[src/design/ipsc_pkg.sv]
// shared constants, types and helpers of the pixel statistics checker
`default_nettype none

package ipsc_pkg;

   localparam int COUNT_BITS     = 32;
   localparam int FRACTION_BITS  = 8;
   localparam int PIXEL_BITS     = 32;
   localparam int VALUE_BITS     = 32;
   localparam int SUM_BITS       = 64;
   localparam int LIMIT_BITS     = 17;
   localparam int RATIO_SHIFT    = 16;
   localparam int TYPE_BITS      = 2;
   localparam int CSR_INDEX_BITS = 2;
   localparam int OUT_COUNT_BITS = 32;
   localparam int VERDICT_BITS   = 2;

   localparam logic [TYPE_BITS-1:0] TYPE_U8  = 2'd0;
   localparam logic [TYPE_BITS-1:0] TYPE_U16 = 2'd1;
   localparam logic [TYPE_BITS-1:0] TYPE_F32 = 2'd2;

   localparam logic [CSR_INDEX_BITS-1:0] CSR_ELEMENT_TYPE    = 2'd0;
   localparam logic [CSR_INDEX_BITS-1:0] CSR_NONFINITE_LIMIT = 2'd1;
   localparam logic [CSR_INDEX_BITS-1:0] CSR_BLACK_LIMIT     = 2'd2;
   localparam logic [CSR_INDEX_BITS-1:0] CSR_SATURATED_LIMIT = 2'd3;

   localparam logic [VERDICT_BITS-1:0] VERDICT_OK        = 2'd0;
   localparam logic [VERDICT_BITS-1:0] VERDICT_NONFINITE = 2'd1;
   localparam logic [VERDICT_BITS-1:0] VERDICT_BLACK     = 2'd2;
   localparam logic [VERDICT_BITS-1:0] VERDICT_SATURATED = 2'd3;

   localparam logic [LIMIT_BITS-1:0] LIMIT_RESET  = 17'h10000;
   localparam logic [7:0]            U8_SAT       = 8'hFF;
   localparam logic [15:0]           U16_SAT      = 16'hFFFF;
   localparam logic [PIXEL_BITS-1:0] F32_SAT_BITS = 32'h437F0000;

   typedef struct packed {
      logic signed [VALUE_BITS-1:0] value;
      logic                         finite;
      logic                         black;
      logic                         saturated;
   } ipsc_pixel_type;

   typedef struct packed {
      logic [COUNT_BITS-1:0]        checked;
      logic [COUNT_BITS-1:0]        black;
      logic [COUNT_BITS-1:0]        saturated;
      logic [COUNT_BITS-1:0]        nonfinite;
      logic signed [VALUE_BITS-1:0] group_min;
      logic signed [VALUE_BITS-1:0] group_max;
      logic signed [SUM_BITS-1:0]   sum;
      logic signed [VALUE_BITS-1:0] mean;
   } ipsc_stats_type;

   typedef struct packed {
      logic                         done;
      logic [VERDICT_BITS-1:0]      verdict;
      logic signed [VALUE_BITS-1:0] mean;
   } ipsc_result_type;

   function automatic logic signed [VALUE_BITS-1:0] clamp_signed(input logic neg,
                                                                 input logic [SUM_BITS-1:0] mag);
      logic [SUM_BITS-1:0] pos_lim;
      logic [SUM_BITS-1:0] neg_lim;
      logic [SUM_BITS-1:0] m;
      pos_lim = SUM_BITS'({1'b0, {(VALUE_BITS-1){1'b1}}});
      neg_lim = SUM_BITS'(1) << (VALUE_BITS-1);
      if (neg) begin
         m = (mag > neg_lim) ? neg_lim : mag;
         m = ~m + 1'b1;
      end else begin
         m = (mag > pos_lim) ? pos_lim : mag;
      end
      return m[VALUE_BITS-1:0];
   endfunction

endpackage

`default_nettype wire

[src/design/ipsc_seq.sv]
// end-of-image sequencer: shared add/subtract unit for mean divide and ratio checks
`default_nettype none

module ipsc_seq
   import ipsc_pkg::*;
(
   input  logic                  clock,
   input  logic                  reset,
   input  logic                  start,
   input  logic                  out_free,
   input  ipsc_stats_type        stats,
   input  logic [LIMIT_BITS-1:0] nonfinite_limit,
   input  logic [LIMIT_BITS-1:0] black_limit,
   input  logic [LIMIT_BITS-1:0] saturated_limit,
   output logic                  idle,
   output ipsc_result_type       result
);

   localparam int UNIT_BITS      = COUNT_BITS + LIMIT_BITS;
   localparam int ITER_BITS      = $clog2(SUM_BITS > LIMIT_BITS ? SUM_BITS : LIMIT_BITS);
   localparam int LIMIT_IDX_BITS = $clog2(LIMIT_BITS);

   localparam logic [1:0] CHECK_NONFINITE = 2'd0;
   localparam logic [1:0] CHECK_BLACK     = 2'd1;
   localparam logic [1:0] CHECK_SATURATED = 2'd2;

   typedef enum logic [6:0] {
      S_IDLE = 7'b0000001,
      S_LOAD = 7'b0000010,
      S_DIV  = 7'b0000100,
      S_MEAN = 7'b0001000,
      S_MUL  = 7'b0010000,
      S_CMP  = 7'b0100000,
      S_DONE = 7'b1000000
   } ipsc_state_type;

   ipsc_state_type               state_ff, state_in;
   logic [ITER_BITS-1:0]         iter_ff, iter_in;
   logic [1:0]                   check_ff, check_in;
   logic [COUNT_BITS-1:0]        rem_ff, rem_in;
   logic [SUM_BITS-1:0]          quo_ff, quo_in;
   logic [COUNT_BITS-1:0]        fcount_ff, fcount_in;
   logic                         neg_ff, neg_in;
   logic [UNIT_BITS-1:0]         acc_ff, acc_in;
   logic [VERDICT_BITS-1:0]      verdict_ff, verdict_in;
   logic signed [VALUE_BITS-1:0] mean_ff, mean_in;
   logic                         result_done;

   logic [UNIT_BITS-1:0]  unit_a;
   logic [UNIT_BITS-1:0]  unit_b;
   logic                  unit_sub;
   logic [UNIT_BITS:0]    unit_res;
   logic                  unit_neg;
   logic                  unit_zero;

   logic [COUNT_BITS:0]   div_trial;
   logic [COUNT_BITS-1:0] sel_count;
   logic [LIMIT_BITS-1:0] sel_limit;
   logic [VERDICT_BITS-1:0] sel_verdict;
   logic                  cmp_fail;
   logic [COUNT_BITS-1:0] ld_fcount;
   logic [SUM_BITS-1:0]   ld_mag;

   always_comb begin
      unique case (check_ff)
         CHECK_NONFINITE: begin
            sel_count   = stats.nonfinite;
            sel_limit   = nonfinite_limit;
            sel_verdict = VERDICT_NONFINITE;
         end
         CHECK_BLACK: begin
            sel_count   = stats.black;
            sel_limit   = black_limit;
            sel_verdict = VERDICT_BLACK;
         end
         default: begin
            sel_count   = stats.saturated;
            sel_limit   = saturated_limit;
            sel_verdict = VERDICT_SATURATED;
         end
      endcase
   end

   assign div_trial = {rem_ff, quo_ff[SUM_BITS-1]};
   assign ld_fcount = (stats.checked > stats.nonfinite) ? stats.checked - stats.nonfinite : '0;
   assign ld_mag    = stats.sum[SUM_BITS-1] ? (~stats.sum + 1'b1) : stats.sum;

   // shared unit operand selection
   always_comb begin
      unit_a   = '0;
      unit_b   = '0;
      unit_sub = 1'b0;
      unique case (state_ff)
         S_DIV: begin
            unit_a   = UNIT_BITS'(div_trial);
            unit_b   = UNIT_BITS'(fcount_ff);
            unit_sub = 1'b1;
         end
         S_MUL: begin
            unit_a = {acc_ff[UNIT_BITS-2:0], 1'b0};
            unit_b = sel_limit[iter_ff[LIMIT_IDX_BITS-1:0]] ? UNIT_BITS'(stats.checked) : '0;
         end
         S_CMP: begin
            unit_a   = UNIT_BITS'({sel_count, {RATIO_SHIFT{1'b0}}});
            unit_b   = acc_ff;
            unit_sub = 1'b1;
         end
         default: begin
            unit_sub = 1'b0;
         end
      endcase
   end

   assign unit_res  = {1'b0, unit_a} + ({1'b0, unit_b} ^ {(UNIT_BITS+1){unit_sub}})
                      + (UNIT_BITS+1)'(unit_sub);
   assign unit_neg  = unit_res[UNIT_BITS];
   assign unit_zero = (unit_res[UNIT_BITS-1:0] == '0);

   // non-finite fails only when strictly above the limit
   assign cmp_fail = (check_ff == CHECK_NONFINITE) ? (!unit_neg && !unit_zero) : !unit_neg;

   always_comb begin
      state_in    = state_ff;
      iter_in     = iter_ff;
      check_in    = check_ff;
      rem_in      = rem_ff;
      quo_in      = quo_ff;
      fcount_in   = fcount_ff;
      neg_in      = neg_ff;
      acc_in      = acc_ff;
      verdict_in  = verdict_ff;
      mean_in     = mean_ff;
      result_done = 1'b0;
      unique case (state_ff)
         S_IDLE: begin
            if (start) begin
               state_in = S_LOAD;
            end
         end
         S_LOAD: begin
            mean_in   = stats.mean;
            check_in  = CHECK_NONFINITE;
            acc_in    = '0;
            fcount_in = ld_fcount;
            neg_in    = stats.sum[SUM_BITS-1];
            quo_in    = ld_mag;
            rem_in    = '0;
            if (ld_fcount != '0) begin
               iter_in  = ITER_BITS'(SUM_BITS-1);
               state_in = S_DIV;
            end else begin
               iter_in  = ITER_BITS'(LIMIT_BITS-1);
               state_in = S_MUL;
            end
         end
         S_DIV: begin
            rem_in  = unit_neg ? div_trial[COUNT_BITS-1:0] : unit_res[COUNT_BITS-1:0];
            quo_in  = {quo_ff[SUM_BITS-2:0], !unit_neg};
            iter_in = iter_ff - 1'b1;
            if (iter_ff == '0) begin
               state_in = S_MEAN;
            end
         end
         S_MEAN: begin
            mean_in  = clamp_signed(neg_ff, quo_ff);
            acc_in   = '0;
            iter_in  = ITER_BITS'(LIMIT_BITS-1);
            state_in = S_MUL;
         end
         S_MUL: begin
            acc_in  = unit_res[UNIT_BITS-1:0];
            iter_in = iter_ff - 1'b1;
            if (iter_ff == '0) begin
               state_in = S_CMP;
            end
         end
         S_CMP: begin
            if (cmp_fail) begin
               verdict_in = sel_verdict;
               state_in   = S_DONE;
            end else if (check_ff == CHECK_SATURATED) begin
               verdict_in = VERDICT_OK;
               state_in   = S_DONE;
            end else begin
               check_in = check_ff + 1'b1;
               acc_in   = '0;
               iter_in  = ITER_BITS'(LIMIT_BITS-1);
               state_in = S_MUL;
            end
         end
         S_DONE: begin
            if (out_free) begin
               result_done = 1'b1;
               state_in    = S_IDLE;
            end
         end
         default: begin
            state_in = S_IDLE;
         end
      endcase
   end

   always_ff @(posedge clock) begin
      if (reset) begin
         state_ff <= S_IDLE;
         iter_ff  <= '0;
         check_ff <= CHECK_NONFINITE;
      end else begin
         state_ff <= state_in;
         iter_ff  <= iter_in;
         check_ff <= check_in;
      end
   end

   always_ff @(posedge clock) begin
      rem_ff     <= rem_in;
      quo_ff     <= quo_in;
      fcount_ff  <= fcount_in;
      neg_ff     <= neg_in;
      acc_ff     <= acc_in;
      verdict_ff <= verdict_in;
      mean_ff    <= mean_in;
   end

   assign idle           = (state_ff == S_IDLE);
   assign result.done    = result_done;
   assign result.verdict = verdict_ff;
   assign result.mean    = mean_ff;

endmodule

`default_nettype wire

[config.mk]
export PLATFORM = sky130hd
export DESIGN_NAME = ipsc_seq
export DESIGN_NICKNAME = d
export VERILOG_FILES = /design/src/design/ipsc_pkg.sv /design/src/design/ipsc_seq.sv
export SDC_FILE = /design/constraint.sdc
export NUM_CORES = 1
export LEC_CHECK = 0
export BUFFER_PORTS_ARGS = -buffer_cell sky130_fd_sc_hd__buf_4
export CAP_MARGIN = 20
export CORE_ASPECT_RATIO = 0.9
export CORE_MARGIN = 3
export CORE_UTILIZATION = 44
export DETAILED_ROUTE_END_ITERATION = 10
export PLACE_DENSITY_LB_ADDON = 0.2
export SYNTH_ARGS = -nofsm -noshare
export SYNTH_HDL_FRONTEND = slang
export SYNTH_SLANG_ARGS = --single-unit
[constraint.sdc]
create_clock -name clock -period 7.16 [get_ports clock]
set_input_delay 1.074 -clock clock [delete_from_list [all_inputs] [get_ports clock]]
set_output_delay 1.074 -clock clock [all_outputs]
set_load 0.02 [all_outputs]
==> flow_metrics.tcl, run 1 <==
set metrics [dict create \
    status "complete, no violations" \
    worstHoldPathType "reg2reg" \
    synth_cells 2379 \
    dp_hpwl_mm 55.2 \
    cts_hold_buffers 0 \
    cts_tree "done" \
    total_power_mw 3.47 \
    p_per_area_nw_per_um2 142 \
    synth_edf_count 212 \
    setup_viol 0 \
    worst_pin_slew_ns 1.09 \
    cp.arrival_ns 7.13 \
    synth-warning-count 0 \
    slowest_delay_ns 0.48 \
    grt_pass1_wl_mm 107 \
    drt-wirelength-per-cell_um 20.8 \
    root_buffer "clkbuf_16" \
    synth_top_cell_area_share 0.326 \
    synthTopCellsByArea "edfxtp_1 (33%), o21ai_0 (6.2%), a21oi_1 (5.7%)" \
    core_area_um2 43400 \
    track_usage 0.283 \
    yosysSeqAreaShare 0.342 \
    port_buffers 314 \
    clkSinkCount 227 \
    clk_latency_ns 0.56 \
    synth_common_cells "nand2_1 (275), o21ai_0 (243), nor2_1 (222), a21oi_1 (221), edfxtp_1 (212)" \
    grt_max_degree 117 \
    grt_remaining_overflow 0 \
    cp_common_cell "buf_4" \
    grt_pass1_vias 19100 \
    switching_share 0.281 \
    p_sw_uw 977 \
    final-hold-violation-count 0 \
    synth_nets 2811 \
    worstPathMaxFanout 26 \
    viasPerCell 6.11 \
    async_flop_share 0 \
    p_int_mw 2.50 \
    yosysTopAreaCell "edfxtp_1" \
    max_cap_violations 0 \
    crit_path_end_kind "flip-flop" \
    clock_path_buffers 3 \
    synth_area_um2 19500 \
    fillers 4063 \
    die_area_um2 46900 \
    worstHoldStart "iter_ff[5]$_SDFFE_PP0P_" \
    postRouteWirelength_mm 69.9 \
    leakagePower_nw 9.60 \
    cp_slowest_cell "nor4b_4" \
    fin_crit_ns 6.88 \
    rsz0062_at_grt "no" \
    power_frac_seq 0.447 \
    initial_utilization 0.449 \
    die_y_um 206 \
    drcViolationCount 0 \
    ios 379 \
    ant_nets 0 \
    synth_seq_cells 227 \
    slew-limit-headroom 0.271 \
    area.growth.synth_to_final_pct 25.2 \
    setup_ws_ns 0.281 \
    fin_setup_tns_ns 0 \
    ys_types 92 \
    drtIter0Drc 1823 \
    place_congestion 0.967 \
    skew_ns 0.00975 \
    power_frac_clock 0.358 \
    synth_area_per_cell_um2 8.20 \
    antenna_found_initial 1 \
    required_ns 7.41 \
    synthMostInstantiatedCell "nand2_1" \
    finalNetCount 3180 \
    dp_slack_ns -0.332 \
    r2r_start "check_ff[0]$_SDFFE_PP0P_" \
    path_class "reg2reg" \
    cts_max_level 1 \
    path_clk_slew_ns 0.06 \
    startpoint_type "flip-flop" \
    comb_power_share 0.196 \
    drive_above_1_share 0.218 \
    drtPass1Iterations 6 \
    post-route-period-util 0.961 \
    max_freq_mhz 145 \
    cts_buffers 25 \
    startpoint "check_ff[0]$_SDFFE_PP0P_" \
    irDropWorstVdd_mv 0.171 \
    num_antenna_cells 0 \
    die_width_um 228 \
    fin_util 0.563 \
    rows 72 \
    slew_violations 0 \
    vias 20500 \
    synthFlopType "edfxtp_1" \
]
==> flip-flops by register name, indices dropped and copies added (netlist names) <==
name        count
quo_ff         64
acc_ff         49
fcount_ff      32
mean_ff        32
rem_ff         32
state_ff        7
iter_ff         6
check_ff        2
verdict_ff      2
neg_ff          1
==> layer usage <==
layer,track usage,part of all wire
met5,0,0
met4,0.0555,0.021
met3,0.0431,0.077
met2,0.462,0.46
met1,0.402,0.45
==> worst max-delay path: cells and delay by family, from the launching register on <==
kind            cells  cell delay (ns)
compound gates      9             1.94
simple gates       10             1.91
buf+inv             8             1.44
xor+xnor            1             0.30
fa+ha+maj           2             0.57
flops               1             0.35
==> cell type report <==
type                    count  area [µm²]  area share
repair buffers            482        3660       0.150
well taps                 592         741      0.0303
flip-flops and latches    227        6670       0.273
clock buffers              28         637      0.0261
multi-input cells        1940       12300       0.505
clock inverters            16         120     0.00491
inverters                  72         270      0.0111
==> per-stage QoR <==
step	area (µm²)	hold slack, ns	std cells
finish	24400	0.474	3357
global route	24400	0.502	3357
detailed placement	23400	0.463	3310
global placement	23400	0.455	3310
floorplan	19500	0.438	2379
CTS	24200	0.470	3354
==> repair_timing <==
item                                   in CTS  in global routing
endpoints found under the hold margin       0                  0
setup endpoints to repair                  49                 75
cloned                                      0                  0
gates resized for setup                     3                 48
pin swaps                                   0                  5
buffers inserted                            0                  3
==> cell usage in the layout, fill, tap and decap left out, types with 57 or more instances in the layout <==
| cell | synthesis | layout |
|---|---|---|
| buf_4 | 1 | 478 |
| ha_1 | 87 | 85 |
| o21ai_0 | 243 | 238 |
| nor3_1 | 63 | 61 |
| inv_1 | 72 | 72 |
| edfxtp_1 | 212 | 212 |
| xor2_1 | 87 | 85 |
| nor2_1 | 222 | 221 |
| nand2_1 | 275 | 273 |
| a21oi_1 | 221 | 216 |
| a22o_1 | 57 | 57 |
==> power by group through the flow <==
stage | registers [mW] | clock network, mW | logic [mW]
after global placement | 1.58 | 0 | 0.650
after floorplan | 1.58 | 0 | 0.355
after detailed placement | 1.58 | 0 | 0.663
after CTS | 1.55 | 1.26 | 0.669
after global routing | 1.56 | 1.31 | 0.740
final | 1.55 | 1.24 | 0.679
==> path summary, 6_finish.rpt <==
| check | endpoint | slack [ns] | cells after the start |
|---|---|---|---|
| worst min register to register | iter_ff[5]$_SDFFE_PP0P_ | 0.47 | 2 |
| worst min-delay path | iter_ff[5]$_SDFFE_PP0P_ | 0.47 | 2 |
| worst max-delay path | acc_ff[39]$_SDFFCE_PP0P_ | 0.28 | 30 |
| worst max register to register | acc_ff[39]$_SDFFCE_PP0P_ | 0.28 | 30 |
==> cell families (layout without fill, tap and decap cells) <==
logic type	count (synthesis)	count (layout)	synth area share
AO/OA/AOI/OAI	876	876	0.289
flip-flops	227	227	0.342
multiplexers	16	16	0.00840
XOR/XNOR	121	121	0.0543
buffers and inverters	212	598	0.0414
AND/OR/NAND/NOR	838	838	0.208
adder cells (fa/ha/maj)	89	89	0.0578
Note: power is estimated with default switching activity, not from simulation.
==> inputs of run 2 (changes only) <==
--- a/config.mk
+++ b/config.mk
@@ -13,3 +13,3 @@
 export DETAILED_ROUTE_END_ITERATION = 10
-export PLACE_DENSITY_LB_ADDON = 0.2
+export PLACE_DENSITY = 0.77
 export SYNTH_ARGS = -nofsm -noshare
==> constraint.sdc (replaced) <==
create_clock -name clock -period 7.16 [get_ports clock]
set_input_delay 0.358 -clock clock [delete_from_list [all_inputs] [get_ports clock]]
set_output_delay 0.358 -clock clock [all_outputs]
set_load 0.02 [all_outputs]
==> run 2 against run 1 <==
Against the previous run: register-to-register slack improved by 0.11 ns; core utilization decreased by 1.0 points; flip-flop and latch count unchanged; critical path type unchanged; largest power group unchanged.
==> flow_metrics.tcl, run 2 (same netlist as run 1, synthesis figures left out) <==
set metrics [dict create \
    final_cell_mix "buf_4 (388), nand2_1 (273), o21ai_0 (236)" \
    finalNetCount 3099 \
    viasPerCell 6.28 \
    ant_nets 0 \
    max_freq_mhz 148 \
    setup_ws_ns 0.393 \
    largest_reg_flops 64 \
    cp.arrival_ns 7.03 \
    final-hold-violation-count 0 \
    skew_ns 0.0123 \
    grt_remaining_overflow 0 \
    slew_violations 0 \
    path_clk_slew_ns 0.06 \
    worst_pin_slew_ns 1.12 \
    setup_viol 0 \
    die_area_um2 46900 \
    cts_max_level 1 \
    die_y_um 206 \
    path_class "reg2reg" \
    clock_path_buffers 3 \
    fin_crit_ns 6.77 \
    cts_tree "done" \
    irDropWorstVdd_mv 0.127 \
    port_buffers 314 \
    worstPathMaxFanout 32 \
    cp_slowest_cell "or3b_2" \
    slew-limit-headroom 0.249 \
    core_area_um2 43400 \
    vias 20600 \
    root_buffer "clkbuf_16" \
    crit_path_end_kind "flip-flop" \
    place_area_um2 22800 \
    cts_hold_buffers 0 \
    clk_latency_ns 0.56 \
    p_per_area_nw_per_um2 151 \
    worstHoldPathType "in2reg" \
    track_usage 0.291 \
    final_common_cell "buf_4" \
    grt_pass1_wl_mm 109 \
    leakagePower_nw 9.26 \
    place_congestion 0.981 \
    max_cap_violations 0 \
    final_area_um2 24000 \
    cts_buffers 26 \
    drcViolationCount 0 \
    reg_top3 "quo_ff x64, acc_ff x49" \
    placed_cells 3225 \
    required_ns 7.42 \
    status "complete, no violations" \
    ios 379 \
    area.growth.synth_to_final_pct 23.0 \
    die_width_um 228 \
    dp_slack_ns -0.0723 \
    postRouteWirelength_mm 71.5 \
    initial_utilization 0.449 \
    antenna_found_initial 3 \
    drtPass1Iterations 8 \
    drive_above_1_share 0.194 \
    grt_pass1_vias 19400 \
    drt-wirelength-per-cell_um 21.8 \
    rows 72 \
    grt_max_degree 118 \
    dp_hpwl_mm 55.9 \
    layout.cells.non_filler 3280 \
    startpoint_type "flip-flop" \
    drtIter0Drc 2221 \
    post-route-period-util 0.945 \
    clkSinkCount 227 \
    top_register "quo_ff" \
    slowest_delay_ns 0.44 \
]
[run 2: per-layer routing]
| layer | up-vias | GRT usage | routed length, µm |
|---|---|---|---|
| met1 | 9805 | 0.405 | 30800 |
| met4 | 2 | 0.0963 | 2530 |
| met2 | 1039 | 0.461 | 32000 |
| met5 | - | 0 | 13 |
| li1 | 9601 | - | - |
| met3 | 161 | 0.0508 | 6160 |
[run 2: power breakdown]
part           internal (mW)  leakage, nW  switching, mW
combinational          0.297         6.77          0.380
sequential              1.52         2.07         0.0338
clock                  0.831        0.426          0.565
[run 2: path summary, 6_finish.rpt]
check | from | endpoint | slack (ns) | depth (start not counted)
min reg2reg | check_ff[1]$_SDFFE_PP0P_ | check_ff[1]$_SDFFE_PP0P_ | 0.50 | 2
min | reset | state_ff[2]$_SDFFE_PP0P_ | 0.07 | 2
max | check_ff[0]$_SDFFE_PP0P_ | acc_ff[48]$_SDFFCE_PP0P_ | 0.39 | 29
max reg2reg | check_ff[0]$_SDFFE_PP0P_ | acc_ff[48]$_SDFFCE_PP0P_ | 0.39 | 29
[run 2: cell type report]
type	count	area, µm²
diodes	2	5.00
flip-flops and latches	227	6670
clock inverters	14	179
fillers	4041	19400
well taps	592	741
inverters	72	270
multi-input cells	1940	12300
repair buffers	400	3130
clock buffers	33	697
[run 2: through the flow]
step | power [mW] | hold slack, ns | utilization | TNS [ns]
CTS | 3.62 | 0.0478 | 0.546 | 0
global route | 3.76 | 0.0747 | 0.553 | -1.08
finish | 3.62 | 0.0732 | 0.553 | 0
global placement | 2.22 | 0.454 | 0.526 | -0.0222
floorplan | 1.93 | 0.438 | - | 0
detailed placement | 2.24 | 0.468 | 0.526 | -2.88
[run 2: timing repair]
item | CTS | global route
pin swaps | 0 | 6
resized for setup | 2 | 54
endpoints found under the setup margin | 52 | 91
setup buffers | 0 | 5
hold endpoints to repair | 0 | 0
[run 2: critical path, delay by kind of cell (launching register included)]
| family | cells | cell delay (ns) |
|---|---|---|
| compound gates | 8 | 1.73 |
| fa+ha+maj | 2 | 0.53 |
| buf+inv | 7 | 1.33 |
| flops | 1 | 0.35 |
| simple gates | 12 | 2.49 |
